[config.mk]
export PLATFORM = sky130hd
export DESIGN_NAME = quadtree_tile_allocator
export DESIGN_NICKNAME = d
export VERILOG_FILES = /design/src/hdl/qta_pkg.sv /design/src/hdl/quadtree_tile_allocator.sv
export SDC_FILE = /design/constraint.sdc
export NUM_CORES = 2
export LEC_CHECK = 0
export BUFFER_PORTS_ARGS = -buffer_cell sky130_fd_sc_hd__buf_2
export CAP_MARGIN = 5
export CORE_MARGIN = 3
export CORE_UTILIZATION = 50
export CTS_CLUSTER_DIAMETER = 30
export DETAILED_ROUTE_END_ITERATION = 7
export PLACE_DENSITY = 0.68
export SYNTH_ARGS = -nofsm -noshare
export SYNTH_HDL_FRONTEND = slang
export SYNTH_SLANG_ARGS = --single-unit
export TNS_END_PERCENT = 1
[constraint.sdc]
create_clock -name clk -period 11.4 [get_ports clk]
set_input_delay 0.57 -clock clk [delete_from_list [all_inputs] [get_ports clk]]
set_output_delay 0.57 -clock clk [all_outputs]
set_load 0.01 [all_outputs]
[src/hdl/qta_pkg.sv]
// Shared types and constants of the quadtree tile allocator.
`default_nettype none

package qta_pkg;

	localparam int ATLAS_LOG2_DEF = 12;
	localparam int LEVELS_DEF     = 5;

	localparam logic [3:0] MAX_ALLOC_RESET = 4'd11;

	localparam logic [1:0] OP_ALLOC    = 2'd0;
	localparam logic [1:0] OP_FREE     = 2'd1;
	localparam logic [1:0] OP_FREE_ALL = 2'd2;

	typedef struct packed {
		logic [1:0]  opcode;
		logic [12:0] req_size;
		logic [11:0] free_x;
		logic [11:0] free_y;
		logic [11:0] free_size;
	} in_word_t;

	typedef struct packed {
		logic        success;
		logic [11:0] tile_x;
		logic [11:0] tile_y;
		logic [11:0] tile_size;
	} out_word_t;

	typedef enum logic [2:0] {
		ST_IDLE,
		ST_RD,
		ST_WT,
		ST_UP,
		ST_FIN
	} state_t;

endpackage

`default_nettype wire

[src/hdl/quadtree_tile_allocator.sv]
// Quadtree tile allocator: top level with the node memory and its walk sequencer.
`default_nettype none

// Two-dimensional buddy allocator for square power-of-two tiles in a square atlas of
// edge 2^ATLAS_LOG2, kept as a complete quadtree of LEVELS levels. Each node holds a
// code for the largest free tile below it (0 means nothing free, k means edge
// 2^(k-1)). The root code sits in a register; the codes of the four children of each
// inner node sit together as one row of a synchronous memory, addressed by the
// parent's node index, so one read fetches all four siblings. A row that has not been
// written since reset or the last free-all reads as whole at its level; a valid bit
// per row, cleared at once, gives this, so there is no clearing pass. An allocate
// walks down one level per memory read (issue, then evaluate), keeps the rows it read,
// and then writes the changed rows back bottom-up, one row per level. A free walks the
// same way and also reads the row below the freed tile when that tile has children;
// free-all and rejected requests go straight to the finish state. One item is worked
// on at a time and the input is stalled meanwhile; a finished word moves into the
// output register and waits there while the next item is already taken in. The walk
// only waits when a finished word finds the output register still full and stalled.
module quadtree_tile_allocator
	import qta_pkg::*;
#(
	parameter int ATLAS_LOG2 = ATLAS_LOG2_DEF,
	parameter int LEVELS     = LEVELS_DEF
) (
	input  wire logic      clk,
	input  wire logic      arst_n,
	input  wire logic      cfg_we,
	input  wire logic [3:0] cfg_wdata,
	input  wire logic      in_valid,
	output logic           in_stall,
	input  wire in_word_t  in_word,
	output logic           out_valid,
	input  wire logic      out_stall,
	output out_word_t      out_word
);

	// Code, level, log2 and sum widths.
	localparam int CW      = $clog2(ATLAS_LOG2 + 2);
	localparam int LW      = $clog2(LEVELS) + 1;
	localparam int KW      = 5;
	localparam int SW      = ((ATLAS_LOG2 > 12) ? ATLAS_LOG2 : 12) + 1;
	localparam int MIN_RAW = ATLAS_LOG2 - LEVELS + 1;
	localparam int MIN_K   = (MIN_RAW < 0) ? 0 : MIN_RAW;
	localparam int ROWS_R  = ((1 << (2 * (LEVELS - 1))) - 1) / 3;
	localparam int ROWS    = (ROWS_R < 1) ? 1 : ROWS_R;
	localparam int AW      = (ROWS > 1) ? $clog2(ROWS) : 1;
	localparam int DEPTH_P = (LEVELS > 1) ? LEVELS - 1 : 1;
	localparam int PIW     = (DEPTH_P > 1) ? $clog2(DEPTH_P) : 1;
	localparam int RW      = 4 * CW;

	function automatic logic [CW-1:0] full_code(input logic [LW-1:0] lv);
		full_code = CW'(ATLAS_LOG2 + 1) - CW'(lv);
	endfunction

	function automatic logic [CW-1:0] row_max(input logic [RW-1:0] r);
		logic [CW-1:0] m;
		m = '0;
		for (int c = 0; c < 4; c++) begin
			if (r[c*CW +: CW] > m) begin
				m = r[c*CW +: CW];
			end
		end
		row_max = m;
	endfunction

	function automatic logic row_whole(input logic [RW-1:0] r, input logic [CW-1:0] f);
		logic w;
		w = 1'b1;
		for (int c = 0; c < 4; c++) begin
			if (r[c*CW +: CW] != f) begin
				w = 1'b0;
			end
		end
		row_whole = w;
	endfunction

	state_t state_q, state_d;

	// Configuration and per-item registers.
	logic [3:0]    max_alloc_q;
	logic [1:0]    op_q;
	logic [KW-1:0] k_q;
	logic [CW-1:0] need_q;
	logic [LW-1:0] tl_q;
	logic [LW-1:0] lvl_q;
	logic [AW-1:0] n_q;
	logic [11:0]   fx_q, fy_q, fs_q;
	logic [SW-1:0] px_q, py_q;
	logic [CW-1:0] val_q;
	logic [CW-1:0] root_q;

	// Path kept during the descent: the row read at each level and the child taken.
	logic [RW-1:0] row_q  [DEPTH_P];
	logic [1:0]    pick_q [DEPTH_P];
	logic [AW-1:0] nidx_q [DEPTH_P];

	// Node memory: one row of four sibling codes per inner node.
	logic [RW-1:0] mem [ROWS];
	logic [RW-1:0] rdata_q;
	logic          rdv_q;
	logic [ROWS-1:0] row_valid_q;

	// Result word being built, and the output register that presents it.
	out_word_t res_q;
	out_word_t out_q;
	logic      out_valid_q;

	// Decode of a new request.
	logic [KW-1:0] a_k, f_k, mx_k;
	logic          f_ok;

	always_comb begin
		a_k = '0;
		if (in_word.req_size > 13'd1) begin
			for (int b = 0; b < 13; b++) begin
				if (((in_word.req_size - 13'd1) >> b) != 13'd0) begin
					a_k = KW'(b + 1);
				end
			end
		end
		mx_k = KW'(max_alloc_q);
		if (mx_k > KW'(ATLAS_LOG2 - 1)) begin
			mx_k = KW'(ATLAS_LOG2 - 1);
		end
		if (mx_k < KW'(MIN_K)) begin
			mx_k = KW'(MIN_K);
		end
		if (a_k < KW'(MIN_K)) begin
			a_k = KW'(MIN_K);
		end
		if (a_k > mx_k) begin
			a_k = mx_k;
		end
		f_k = '0;
		for (int b = 0; b < 12; b++) begin
			if (in_word.free_size[b]) begin
				f_k = KW'(b);
			end
		end
		f_ok = (in_word.free_size != 12'd0)
			&& ((in_word.free_size & (in_word.free_size - 12'd1)) == 12'd0)
			&& (f_k >= KW'(MIN_K)) && (f_k <= KW'(ATLAS_LOG2));
	end

	// Evaluation of a returned row.
	logic [RW-1:0] rd_row;
	logic [1:0]    a_pick;
	logic          a_found;
	logic [SW-1:0] h;
	logic          go_y, go_x;
	logic [1:0]    f_pick;
	logic [1:0]    pick;
	logic [AW+2:0] child;
	logic [LW-1:0] lvl_nx;
	logic [PIW-1:0] up_idx;
	logic [RW-1:0] up_row;
	logic [CW-1:0] up_val;
	logic [LW-1:0] lvl_up;

	always_comb begin
		rd_row = rdv_q ? rdata_q : {4{full_code(lvl_q + LW'(1))}};
		a_pick  = 2'd0;
		a_found = 1'b0;
		for (int c = 3; c >= 0; c--) begin
			if (rd_row[c*CW +: CW] >= need_q) begin
				a_pick  = 2'(c);
				a_found = 1'b1;
			end
		end
		h      = SW'(1) << (ATLAS_LOG2 - 1 - int'(lvl_q));
		go_y   = (SW'(fy_q) + SW'(fs_q)) > (py_q + h);
		go_x   = (SW'(fx_q) + SW'(fs_q)) > (px_q + h);
		f_pick = {go_y, go_x};
		pick   = (op_q == OP_ALLOC) ? a_pick : f_pick;
		child  = {3'b000, n_q} * (AW + 3)'(4) + (AW + 3)'(1) + (AW + 3)'(pick);
		lvl_nx = lvl_q + LW'(1);
		lvl_up = lvl_q - LW'(1);
		up_idx = PIW'(lvl_up);
		up_row = row_q[up_idx];
		up_row[pick_q[up_idx]*CW +: CW] = val_q;
		if ((op_q == OP_FREE) && row_whole(up_row, full_code(lvl_q))) begin
			up_val = full_code(lvl_up);
		end else begin
			up_val = row_max(up_row);
		end
	end

	// Next state.
	always_comb begin
		state_d = state_q;
		unique case (state_q)
			ST_IDLE: begin
				if (in_valid) begin
					state_d = ST_FIN;
					if (in_word.opcode == OP_ALLOC) begin
						if (root_q >= CW'(a_k + KW'(1))) begin
							state_d = ST_RD;
						end
					end else if ((in_word.opcode == OP_FREE) && f_ok) begin
						state_d = (LEVELS == 1) ? ST_UP : ST_RD;
					end
				end
			end
			ST_RD: begin
				state_d = ST_WT;
			end
			ST_WT: begin
				if (op_q == OP_ALLOC) begin
					if (!a_found) begin
						state_d = ST_FIN;
					end else if (lvl_nx == tl_q) begin
						state_d = ST_UP;
					end else begin
						state_d = ST_RD;
					end
				end else if (lvl_q == tl_q) begin
					state_d = ST_UP;
				end else if ((lvl_nx < tl_q)
					|| ((lvl_nx == tl_q) && (tl_q != LW'(LEVELS - 1)))) begin
					state_d = ST_RD;
				end else begin
					state_d = ST_UP;
				end
			end
			ST_UP: begin
				if (lvl_q == '0) begin
					state_d = ST_FIN;
				end
			end
			ST_FIN: begin
				if (!out_valid_q || !out_stall) begin
					state_d = ST_IDLE;
				end
			end
			default: state_d = ST_IDLE;
		endcase
	end

	always_ff @(posedge clk or negedge arst_n) begin
		if (!arst_n) begin
			state_q <= ST_IDLE;
		end else begin
			state_q <= state_d;
		end
	end

	// Configuration register.
	always_ff @(posedge clk or negedge arst_n) begin
		if (!arst_n) begin
			max_alloc_q <= MAX_ALLOC_RESET;
		end else if (cfg_we) begin
			max_alloc_q <= cfg_wdata;
		end
	end

	// Memory: written during the upward pass, read one row per level on the way down.
	always_ff @(posedge clk) begin
		if (state_q == ST_UP && lvl_q != '0) begin
			mem[nidx_q[up_idx]] <= up_row;
		end
		if (state_q == ST_RD) begin
			rdata_q <= mem[n_q];
		end
	end

	// Control state: row valid bits, root code, output valid flag.
	always_ff @(posedge clk or negedge arst_n) begin
		if (!arst_n) begin
			row_valid_q <= '0;
			rdv_q       <= 1'b0;
			root_q      <= full_code('0);
			out_valid_q <= 1'b0;
		end else begin
			if (state_q == ST_FIN && (!out_valid_q || !out_stall)) begin
				out_valid_q <= 1'b1;
			end else if (out_valid_q && !out_stall) begin
				out_valid_q <= 1'b0;
			end
			if (state_q == ST_RD) begin
				rdv_q <= row_valid_q[n_q];
			end
			if (state_q == ST_IDLE && in_valid && in_word.opcode == OP_FREE_ALL) begin
				row_valid_q <= '0;
				root_q      <= full_code('0);
			end
			if (state_q == ST_UP) begin
				if (lvl_q == '0) begin
					root_q <= val_q;
				end else begin
					row_valid_q[nidx_q[up_idx]] <= 1'b1;
				end
			end
		end
	end

	// Item datapath.
	always_ff @(posedge clk) begin
		unique case (state_q)
			ST_IDLE: begin
				if (in_valid) begin
					op_q  <= in_word.opcode;
					fx_q  <= in_word.free_x;
					fy_q  <= in_word.free_y;
					fs_q  <= in_word.free_size;
					px_q  <= '0;
					py_q  <= '0;
					n_q   <= '0;
					lvl_q <= '0;
					val_q <= full_code('0);
					res_q <= '{(in_word.opcode == OP_FREE_ALL), 12'd0, 12'd0, 12'd0};
					if (in_word.opcode == OP_ALLOC) begin
						k_q    <= a_k;
						need_q <= CW'(a_k + KW'(1));
						tl_q   <= LW'(KW'(ATLAS_LOG2) - a_k);
					end else begin
						k_q    <= f_k;
						need_q <= '0;
						tl_q   <= LW'(KW'(ATLAS_LOG2) - f_k);
					end
				end
			end
			ST_RD: begin
			end
			ST_WT: begin
				if (lvl_q < tl_q) begin
					row_q[PIW'(lvl_q)]  <= rd_row;
					pick_q[PIW'(lvl_q)] <= pick;
					nidx_q[PIW'(lvl_q)] <= n_q;
					n_q   <= AW'(child);
					lvl_q <= lvl_nx;
					if (pick[0]) begin
						px_q <= px_q + h;
					end
					if (pick[1]) begin
						py_q <= py_q + h;
					end
					if (op_q == OP_ALLOC) begin
						val_q <= '0;
					end else begin
						val_q <= full_code(lvl_nx);
					end
				end else if (row_whole(rd_row, full_code(lvl_nx))) begin
					val_q <= full_code(lvl_q);
				end else begin
					val_q <= row_max(rd_row);
				end
			end
			ST_UP: begin
				if (lvl_q == '0) begin
					if (op_q == OP_ALLOC) begin
						res_q <= '{1'b1, px_q[11:0], py_q[11:0],
							((k_q < KW'(12)) ? 12'd1 << k_q : 12'd0)};
					end else begin
						res_q.success <= 1'b1;
					end
				end else begin
					val_q <= up_val;
					lvl_q <= lvl_up;
				end
			end
			ST_FIN: begin
				if (!out_valid_q || !out_stall) begin
					out_q <= res_q;
				end
			end
			default: begin
			end
		endcase
	end

	assign in_stall  = (state_q != ST_IDLE);
	assign out_valid = out_valid_q;
	assign out_word  = out_q;

	// The root code never claims more than the whole atlas.
	a_root_bound: assert property (@(posedge clk) disable iff (!arst_n)
		root_q <= full_code('0))
		else $error("root code above atlas size");

	// Free-all clears every row valid bit in the next cycle.
	a_free_all: assert property (@(posedge clk) disable iff (!arst_n)
		(in_valid && !in_stall && in_word.opcode == OP_FREE_ALL) |=> (row_valid_q == '0))
		else $error("free-all left rows valid");

	// A new output word only appears after the finish state.
	a_out_src: assert property (@(posedge clk) disable iff (!arst_n)
		$rose(out_valid) |-> $past(state_q == ST_FIN))
		else $error("output word outside finish state");

	// An allocated tile lies on a multiple of its own size.
	a_align: assert property (@(posedge clk) disable iff (!arst_n)
		(out_valid && out_word.success && out_word.tile_size != 12'd0)
		|-> (((out_word.tile_x | out_word.tile_y) & (out_word.tile_size - 12'd1)) == 12'd0))
		else $error("allocated tile misaligned");

endmodule

`default_nettype wire
==> impl_results.md <==
* Area contributors post-synth: edfxtp_1 (69%), mux4_2 (15%), dfrtp_1 (3.2%)
* Min cycle time layout at 8.82 ns
* Hpwl dp at 96700 um
* Pwr Total at 22.9 mW
* Crit path launch: lvl_q[1]$_SDFFCE_PN0P_
* Clock Skew at 0.0779 ns
* Largest family of logic cells by synthesized area: multiplexers
* Finished Layout Cells at 6284
* Critical Path Fanout Max at 89
* Root buf cell: clkbuf_16
* Register area share after synthesis at 0.720
* R2r setup slk at 2.58 ns
* Synth Area in Compound Gates at 0.0376
* First-pass GRT wire length at 263000 um
* Post-route cell area at 87100 um^2
* Sw Pwr at 6.46 mW
* Area leader, netlist: edfxtp_1
* Max-cap violations at 0
* Relative slew slack at 0.285
* Count of clock tree sinks at 1738
* CTS H-tree depth at 5
* Max Freq at 0.113 GHz
* Post-Synthesis Mean Instance Area at 19.5 um^2
* CORE AREA at 142000 um^2
* R2R depth at 27
* Avg WL per Cell at 28.1 um
* Final setup margin at 2.58 ns
* Status: completed
* Mux contribution to synthesized area at 0.157
* Vias at 38200
* Final setup TNS at 0 ns
* Area of the multi-input gates at 19300 um^2
* Gate power share at 0.214
* Synth top area share at 0.686
* Layout overhead on the synthesized area at 21.3%
* Clk pwr share at 0.428
* Ports at 99
* Final worst path period share at 0.774
* Place WS at 2.66 ns
* Placed cells at 5642
* Post-Synth Simple-Gate Area at 0.0364
* EDFF count, synth at 1640
* Tightest hold margin at 0.0452 ns
* TritonCTS clock tree: built
* Sw frac at 0.283
* Final core utilization at 0.613
* Req. time, crit path at 12.05 ns
* Pwr/cell area at 263 nW/um^2
* Worst-case clock buffer depth at 4
* Vias in the first global route at 39300
* Warnings from Yosys at 0
* Clk Latency, worst-skew pair at 0.92 ns
* Starting DRT DRC Count at 3973
* Net Count, Synth at 3894
* Synth Flop Type: edfxtp_1
* Routed WL at 177000 um
* Overflow after GRT at 0
* Final nets at 4352
* Fillers at 9635
* Post-Synth Adder-Cell Area at 0.0274
* Critical path arrival at 9.47 ns
* DR vias/cell at 6.08
* Endpoints failing hold at 0
* Top-count cell post-synth: edfxtp_1
* RD Place Congestion at 0.877
* Type of the worst setup path: flip-flop to flip-flop
* Worst-path clk slew at 0.06 ns
* Pin count of the biggest net entering global routing at 117
* Internal power at 16.4 mW
* Worst setup endpoint: val_q[2]$_SDFFCE_PN1P_
* Hold Crit Class: primary input to flip-flop
* RSZ-0062 raised after global routing: false
* Synthesis-stage register bit count at 1738
* Post-synthesis xor/xnor area fraction at 0.00720
* Worst IR drop on VDD at 187 uV
* CP Capture Type: flip-flop
* Worst slew pin tran at 1.06 ns
* Lkg Pwr at 30.8 nW
* DP Area at 75300 um^2
* Die Area at 148000 um^2
* Sequential cell area at 51700 um^2
* Reg2reg end: val_q[2]$_SDFFCE_PN1P_
* Fraction of registers with async set/reset at 0.0564
* CTS Buf Count at 339
* Slew Limit Fails at 0
* Die width at 385 um
* Yosys cell types at 80
* Die H at 385 um
* Initial core utilization at 0.505
* Startpoint types: flip-flop
* Total track usage at 0.244
* Drt drc at 0
* Site Rows at 138
* Synth Cell Area at 71800 um^2
* Initial antenna violation count at 2
* # setup viols final at 0
* Remaining antenna violation count at 0
* Post-synthesis cell count at 3679
* R2R Path Start: lvl_q[1]$_SDFFCE_PN0P_
* Drt pass-1 iters at 8
* I/O Buffers at 98
* Sequential power share at 0.358
* Top cells by count, synth: edfxtp_1 (1640), mux4_2 (467), nor2_1 (212), ha_1 (151), a21o_1 (108)
* Share of layout cells above drive strength 1 at 0.305
-- registers in the layout, indices dropped and copies added, names as in the netlist, 13 cells and up --
signal	flops
mem	1360
row_valid_q	85
row_q	64
out_word	37
res_q	37
nidx_q	28
rdata_q	16
px_q	13
py_q	13
-- final cells by class --
cell class	instances	share of cell area
diodes	4	0.000115
well taps	1890	0.0272
clock inverters	207	0.0281
flip-flops and latches	1738	0.594
clock buffers	387	0.102
multi-input cells	1684	0.222
inverters	101	0.00435
repair buffers	273	0.0229
-- power by group through the flow --
| stage | registers (mW) | clock network, mW | logic, mW |
|---|---|---|---|
| 2_1_floorplan | 8.33 | 0 | 3.19 |
| 4_1_cts | 8.18 | 9.90 | 4.92 |
| 6_report | 8.18 | 9.79 | 4.90 |
| 5_1_grt | 8.19 | 10.2 | 5.34 |
| 3_5_place_dp | 8.29 | 0 | 4.87 |
| 3_3_place_gp | 8.29 | 0 | 4.75 |
-- timing repair --
action                                  in CTS  in global routing
hold buffers                                44                  0
endpoints found under the hold margin       91                  0
setup buffers                                0                  0
endpoints found under the setup margin       0                  0
gates resized for setup                      0                  0
-- cell usage in the layout, fill, tap and decap left out, types with 44 or more instances in the layout --
cell           count
a21o_1           108
a21oi_1           88
buf_2             97
buf_4            126
bufinv_16         46
clkbuf_16        344
clkinv_2          49
dfrtp_1           92
dlygate4sd3_1     44
edfxtp_1        1640
ha_1             151
inv_1             96
mux4_2           467
nand2_1           98
nor2_1           162
nor2_2            49
o21ai_0           56
-- cells by family (layout without fill, tap and decap cells) --
family          after synthesis  in the layout
other cells                   2              6
mux                         527            527
xor+xnor                     59             59
simple gates                545            545
flops                      1738           1738
buf+inv                     257            968
fa+ha+maj                   155            155
compound gates              396            396
-- worst max-delay path, stage by stage (launching register included) --
cell	delay, ns
edfxtp_1	0.66
inv_1	0.21
ha_1	0.93
mux4_2	0.57
inv_1	0.14
ha_1	0.33
nor2b_1	0.35
nand3_1	0.19
o21ai_4	0.14
buf_4	0.70
ha_1	0.39
and4_1	0.20
a21oi_1	0.39
mux2i_1	0.30
ha_1	0.28
nor2b_1	0.13
o21a_1	0.16
o21a_1	0.16
o21ai_1	0.40
o21ai_0	0.18
ha_1	0.33
nor2b_1	0.13
o21ai_0	0.14
nand2b_1	0.08
a21oi_1	0.14
a41o_1	0.23
mux2_2	0.37
o311ai_0	0.33
-- worst min path at each step --
stage                             from                          to  slack (ns)  cells past startpoint
2_1_floorplan                   arst_n  max_alloc_q[2]$_DFFE_PN0P_        0.27                      0
3_3_place_gp   res_q[29]$_SDFFCE_PN0P_      out_word[29]$_DFFE_PP_        0.40                      0
3_5_place_dp   res_q[15]$_SDFFCE_PN0P_      out_word[15]$_DFFE_PP_        0.40                      0
4_1_cts                         cfg_we  max_alloc_q[1]$_DFFE_PN1P_      0.0007                      2
5_1_grt                         cfg_we  max_alloc_q[0]$_DFFE_PN1P_        0.03                      2
6_report                        cfg_we  max_alloc_q[1]$_DFFE_PN1P_        0.05                      2
-- per-layer routing --
| layer | wire [um] | global-route usage |
|---|---|---|
| met3 | 14700 | 0.0499 |
| met2 | 85000 | 0.384 |
| met1 | 70900 | 0.339 |
| met4 | 6270 | 0.0922 |
| met5 | 0 | 0 |
Power figures use the tool's default switching activity.
